**src/design/clsaf_pkg.sv**
```systemverilog
package clsaf_pkg;

  localparam int unsigned WordW = 64;

  typedef logic signed [WordW-1:0] word_t;
  typedef logic [WordW-1:0] uword_t;

  typedef enum logic [1:0] {
    ACT_LOAD  = 2'd0,
    ACT_SOLVE = 2'd1,
    ACT_EVAL  = 2'd2,
    ACT_CLEAR = 2'd3
  } action_t;

  typedef struct packed {
    logic [1:0]         action;
    logic signed [23:0] func_value;
    logic [22:0]        ref_angle_deg;
    logic               is_inner;
  } in_item_t;

  typedef struct packed {
    logic        result_kind;
    logic [22:0] angle_out_deg;
    logic        singular;
    logic        fit_valid;
  } out_item_t;

  // Operation codes for the shared multiply/divide unit
  typedef enum logic [0:0] {
    OP_MUL = 1'b0,
    OP_DIV = 1'b1
  } alu_op_t;

  typedef struct packed {
    logic    start;
    alu_op_t op;
  } alu_ctl_t;

  localparam word_t QOne     = 64'sd65536;
  localparam word_t AngleMax = 64'sd5898240;
  localparam logic [39:0] ScaledMax = 40'd1509949440;

  typedef enum logic [4:0] {
    ST_IDLE,
    ST_POW_REQ,
    ST_POW_WAIT,
    ST_LD_Y,
    ST_LD_ACC,
    ST_LD_CROSS_REQ,
    ST_LD_CROSS_WAIT,
    ST_EV_REQ,
    ST_EV_WAIT,
    ST_SV_INIT,
    ST_SV_PIVOT,
    ST_SV_SWAP,
    ST_SV_DIV_REQ,
    ST_SV_DIV_WAIT,
    ST_SV_ELIM_REQ,
    ST_SV_ELIM_WAIT,
    ST_SV_DONE,
    ST_OUT
  } state_t;

  function automatic word_t sat_add(word_t a, word_t b);
    logic signed [WordW:0] s;
    s = {a[WordW-1], a} + {b[WordW-1], b};
    if (s[WordW] != s[WordW-1])
      return s[WordW] ? {1'b1, {(WordW-1){1'b0}}} : {1'b0, {(WordW-1){1'b1}}};
    return s[WordW-1:0];
  endfunction

  function automatic word_t sat_sub(word_t a, word_t b);
    logic signed [WordW:0] s;
    s = {a[WordW-1], a} - {b[WordW-1], b};
    if (s[WordW] != s[WordW-1])
      return s[WordW] ? {1'b1, {(WordW-1){1'b0}}} : {1'b0, {(WordW-1){1'b1}}};
    return s[WordW-1:0];
  endfunction

  function automatic uword_t mag_of(word_t v);
    return v[WordW-1] ? uword_t'(-v) : uword_t'(v);
  endfunction

endpackage

```
**src/design/clsaf_alu.sv**
```systemverilog
// Shared Q.16 multiply / divide unit, sign-magnitude.
// Multiply: four 32x32 partial products, one per cycle, then round.
// Divide: restoring, one quotient bit per cycle over 128 bits, then round.
module clsaf_alu (
  input  logic              clk,
  input  logic              rst_n,
  input  clsaf_pkg::alu_ctl_t ctl,
  input  clsaf_pkg::word_t  op_a,
  input  clsaf_pkg::word_t  op_b,
  output logic              done,
  output clsaf_pkg::word_t  res
);
  import clsaf_pkg::*;

  logic        busy_r, busy_nxt;
  alu_op_t     op_r, op_nxt;
  logic        neg_r, neg_nxt;
  uword_t      x_r, x_nxt;
  uword_t      y_r, y_nxt;
  logic [7:0]  cnt_r, cnt_nxt;
  logic [127:0] acc_r, acc_nxt;   // product, or numerator shifting out
  logic [64:0] rem_r, rem_nxt;
  logic [127:0] q_r, q_nxt;
  logic        done_r, done_nxt;
  word_t       res_r, res_nxt;

  logic [63:0] pp;
  logic [31:0] pa, pb;
  logic [127:0] pp_sh;
  logic [127:0] rnd;
  logic [64:0] rem_sh;
  uword_t      rmag, qlo;
  logic        ovf;

  function automatic word_t pack(logic neg, uword_t mag, logic ov);
    if (neg) begin
      if (ov || mag[63]) return {1'b1, 63'd0};
      return word_t'(-mag);
    end
    if (ov || mag[63]) return {1'b0, {63{1'b1}}};
    return word_t'(mag);
  endfunction

  always_comb begin
    pa = cnt_r[1] ? x_r[63:32] : x_r[31:0];
    pb = cnt_r[0] ? y_r[63:32] : y_r[31:0];
    pp = pa * pb;
    pp_sh = 128'(pp) << (7'(cnt_r[1] + cnt_r[0]) * 7'd32);
    rnd = acc_r + 128'h8000;
    rem_sh = {rem_r[63:0], acc_r[127]};
    rmag = '0;
    ovf = 1'b0;
    qlo = q_r[63:0];
    busy_nxt = busy_r;
    op_nxt = op_r;
    neg_nxt = neg_r;
    x_nxt = x_r;
    y_nxt = y_r;
    cnt_nxt = cnt_r;
    acc_nxt = acc_r;
    rem_nxt = rem_r;
    q_nxt = q_r;
    done_nxt = 1'b0;
    res_nxt = res_r;
    if (!busy_r) begin
      if (ctl.start) begin
        busy_nxt = 1'b1;
        op_nxt = ctl.op;
        neg_nxt = op_a[63] ^ op_b[63];
        x_nxt = mag_of(op_a);
        y_nxt = mag_of(op_b);
        cnt_nxt = '0;
        rem_nxt = '0;
        q_nxt = '0;
        acc_nxt = (ctl.op == OP_MUL) ? '0 : {48'd0, mag_of(op_a), 16'd0};
      end
    end else if (op_r == OP_MUL) begin
      if (cnt_r[2]) begin
        rmag = rnd[79:16];
        ovf = |rnd[127:80];
        res_nxt = pack(neg_r, rmag, ovf);
        done_nxt = 1'b1;
        busy_nxt = 1'b0;
      end else begin
        acc_nxt = acc_r + pp_sh;
        cnt_nxt = cnt_r + 8'd1;
      end
    end else begin
      if (cnt_r == 8'd128) begin
        if (rem_r[63:0] >= y_r - rem_r[63:0]) begin
          q_nxt = q_r + 128'd1;
        end
        qlo = q_nxt[63:0];
        res_nxt = pack(neg_r, qlo, |q_nxt[127:64]);
        done_nxt = 1'b1;
        busy_nxt = 1'b0;
      end else begin
        acc_nxt = {acc_r[126:0], 1'b0};
        if (rem_sh >= {1'b0, y_r}) begin
          rem_nxt = rem_sh - {1'b0, y_r};
          q_nxt = {q_r[126:0], 1'b1};
        end else begin
          rem_nxt = rem_sh;
          q_nxt = {q_r[126:0], 1'b0};
        end
        cnt_nxt = cnt_r + 8'd1;
      end
    end
  end

  always_ff @(posedge clk) begin
    if (!rst_n) begin
      busy_r <= 1'b0;
      done_r <= 1'b0;
    end else begin
      busy_r <= busy_nxt;
      done_r <= done_nxt;
    end
    op_r <= op_nxt;
    neg_r <= neg_nxt;
    x_r <= x_nxt;
    y_r <= y_nxt;
    cnt_r <= cnt_nxt;
    acc_r <= acc_nxt;
    rem_r <= rem_nxt;
    q_r <= q_nxt;
    res_r <= res_nxt;
  end

  assign done = done_r;
  assign res = res_r;
endmodule

```
**config.mk**
```make
export PLATFORM = sky130hd
export DESIGN_NAME = clsaf_alu
export DESIGN_NICKNAME = d
export VERILOG_FILES = /design/src/design/clsaf_pkg.sv /design/src/design/clsaf_alu.sv
export SDC_FILE = /design/constraint.sdc
export NUM_CORES = 2
export LEC_CHECK = 0
export BUFFER_PORTS_ARGS = -buffer_cell sky130_fd_sc_hd__buf_2
export CELL_PAD_IN_SITES_DETAIL_PLACEMENT = 1
export CELL_PAD_IN_SITES_GLOBAL_PLACEMENT = 2
export CORE_ASPECT_RATIO = 0.9
export CORE_MARGIN = 2
export CORE_UTILIZATION = 35
export CTS_CLUSTER_DIAMETER = 80
export DETAILED_ROUTE_END_ITERATION = 12
export PLACE_DENSITY_LB_ADDON = 0.12
export SLEW_MARGIN = 20
export SYNTH_ARGS = -nofsm -noshare
export SYNTH_HDL_FRONTEND = slang
export SYNTH_SLANG_ARGS = --single-unit
```
**constraint.sdc**
```tcl
create_clock -name clk -period 44.5 [get_ports clk]
set_input_delay 8.9 -clock clk [delete_from_list [all_inputs] [get_ports clk]]
set_output_delay 8.9 -clock clk [all_outputs]
set_load 0.03 [all_outputs]
```
==> summary.md <==
| Metric | Value |
|---|---|
| Status | `completed` |
| Total routed wirelength | `418000 um` |
| Post-CTS Setup Bufs | `0` |
| Root Driver | `clkbuf_16` |
| Clock tree from TritonCTS | `yes` |
| Detail Route Antenna Nets | `0` |
| Clock Latency Late Sink | `760 ps` |
| PortBufs | `196` |
| DRC Markers | `0` |
| Hold wc startpoint | `acc_r[11]$_SDFFCE_PN0P_` |
| Number of global-route vias before repair | `84800` |
| Hold Path Stages | `2` |
| Final min period | `16390 ps` |
| Mapped Cells | `10600` |
| Final Max Slew Viols | `0` |
| Die area | `253000 um^2` |
| Hold WC Path Type | `reg -> reg` |
| CP max FO | `39` |
| GR Util All Layers | `32.6%` |
| Syn Area/Cell | `8.18 um^2` |
| Critical path required time | `44960 ps` |
| Fmax achieved | `61.0 MHz` |
| Syn Nets | `12300` |
| R2r startpoint | `cnt_r[1]$_SDFFCE_PN0P_` |
| R2R Path End | `acc_r[116]$_SDFFCE_PN0P_` |
| Overflow after GRT | `0` |
| Worst Skew | `68.5 ps` |
| Mapped Area | `87000 um^2` |
| Hpwl dp | `332000 um` |
| Cell taking the most area after synthesis | `fa_1` |
| CORE AREA | `247000 um^2` |
| TritonCTS buffer count | `81` |
| Via density | `5.92` |
| I/O Pins | `197` |
| Post-synth top flop | `edfxtp_1` |
| Fin crit share | `36.8%` |
| GPL Wtd Cong | `0.970` |
| Layout cells sized above 1 | `7.72%` |
| Hold_buf cts | `0` |
| Max_cap viols | `0` |
| Starting density of the core | `35.2%` |
| Critical Path Source | `cnt_r[1]$_SDFFCE_PN0P_` |
| CP most frequent cell | `fa_1` |
| Endpoints failing setup | `0` |
| Max stage delay on crit path | `1040 ps` |
| WL/cell | `29.7 um` |
| Most frequent cells after synthesis | `nor2_1 (1266), nand2_1 (1197), inv_1 (1192)` |
| Slew at the pin with the worst max-slew slack | `1280 ps` |
| Die height | `477 um` |
| Row cnt | `173` |
| Sink Count | `524` |
| Startpoint Class | `flip-flop` |
| Post-synthesis async set-or-reset flop share | `0%` |
| Setup crit end kind | `flip-flop` |
| Clk slew on worst S/H paths | `60 ps` |
| Total number of vias | `83200` |
| Largest net degree at the start of global routing | `144` |
| Count leader, synth | `nor2_1` |
| Seq/Total Area, Yosys | `18.1%` |
| Critical path arrival | `16850 ps` |
| Number of antenna violations at the first check in global routing | `38` |
| Slowest cell on crit path | `mux2i_4` |
| Hold Vio Cnt, Final | `0` |
| RSZ-0062 raised after global routing | `no` |
| First-pass GRT wire length | `607000 um` |
| 1st-iter DRT viols | `6972` |
| Synth Warn # | `0` |
| Reg2Reg Setup Slack | `28110 ps` |
| Nets | `12200` |
| Crit Path Category | `reg -> reg` |
| Total negative setup slack | `0 ps` |
| Worst Reg-to-Reg Cells | `46` |
| Detailed Routing Iterations Pass 1 | `6` |
| #FFs+latches synth | `524` |
| Unique masters post-synth | `94` |
| Post-CTS resize count | `0` |
| Htree depth | `3` |
| Clock Tree Buf Depth | `3` |
| Width of the die | `530 um` |
| Post-synth EDFFs | `522` |
| Critical path endpoint | `acc_r[116]$_SDFFCE_PN0P_` |
| Area contributors post-synth | `fa_1 (21%), edfxtp_1 (18%), ha_1 (8.5%)` |
| Synth-to-layout area growth | `9.59%` |
| Top cell type's share of synthesized area | `20.7%` |
| Slew HR | `14.2%` |
## area by class of cell
type,count,area (um^2)
multi-input cells,8363,65300
fillers,29400,152000
clock buffers,98,2090
clock inverters,46,518
well taps,3325,4160
repair buffers,457,2990
flip-flops and latches,524,15700
inverters,1194,4490
diodes,45,113
## worst min-delay path by stage
stage,to,slack [ps]
finish,acc_r[12]$_SDFFCE_PN0P_,570
global route,acc_r[12]$_SDFFCE_PN0P_,600
CTS,acc_r[12]$_SDFFCE_PN0P_,570
detailed placement,acc_r[12]$_SDFFCE_PN0P_,550
global placement,acc_r[13]$_SDFFCE_PN0P_,540
floorplan,acc_r[11]$_SDFFCE_PN0P_,530
## worst max-delay path: cells and delay by family, from the launching register on
kind                     cells  cell delay, ps
adder cells (fa/ha/maj)     10            4980
AO/OA/AOI/OAI               12            4850
AND/OR/NAND/NOR             13            2510
buffers and inverters        9            1770
multiplexers                 1            1040
XOR/XNOR                     1             490
flip-flops                   1             380
## layer usage
metal  global-route usage (%)  vias to the layer above  share of wire, %
met3                     5.20                      589               6.7
met2                     50.0                     2878                44
li1                         -                    36600                 -
met5                        0                        -             0.028
met1                     45.9                    43100                45
met4                     11.7                       16               4.1
## logic make-up (layout without fill, tap and decap cells)
| group | count (synthesis) | after routing | share of synthesized area (%) |
|---|---|---|---|
| and+or+nand+nor | 3797 | 3797 | 20.0 |
| AOI/OAI and AO/OA | 2299 | 2299 | 17.1 |
| buffers and inverters | 1758 | 1795 | 7.59 |
| adders and majority gates | 1489 | 1489 | 29.2 |
| xor gates and xnor gates | 635 | 635 | 6.41 |
| DFF | 524 | 524 | 18.1 |
| muxes | 143 | 143 | 1.72 |
| other | 0 | 45 | 0 |
## per-stage QoR
step / cells / setup WS [ps] / cell area, um^2 / hold WS, ps / util [%]
after floorplan: 10600 / 22380 / 87000 / 529 / -
final: 14100 / 28110 / 95400 / 567 / 38.6
after global placement: 13900 / 28640 / 92600 / 542 / 37.5
after detailed placement: 13900 / 28550 / 92600 / 550 / 37.5
after global routing: 14000 / 27380 / 95400 / 602 / 38.6
after CTS: 14000 / 28450 / 95200 / 567 / 38.5
## cell usage in the layout (no fill, tap or decap), types with 57 or more instances in the layout
master        n
nor2_1     1261
nand2_1    1197
inv_1      1190
fa_1        899
a21oi_1     637
ha_1        590
edfxtp_1    522
o21ai_0     451
xnor2_1     440
nand3_1     309
buf_4       257
a21o_1      212
nand4_1     204
buf_2       196
a211oi_1    192
xor2_1      189
nor3_1      173
and3_1      121
nor4_1       85
clkbuf_16    81
o21bai_1     74
o31ai_1      73
nand2b_1     67
and2_1       59
mux2i_1      58
o22ai_1      57
## registers in the layout, summed over array words and instances (netlist names)
name / cells
acc_r: 128
q_r: 128
rem_r: 64
res: 64
x_r: 64
y_r: 64
cnt_r: 8
busy_r: 1
done: 1
neg_r: 1
op_r: 1
Power is left out: the tool's default activity adds up to more than one toggle a clock period on the data nets, which glitch-free logic cannot reach.
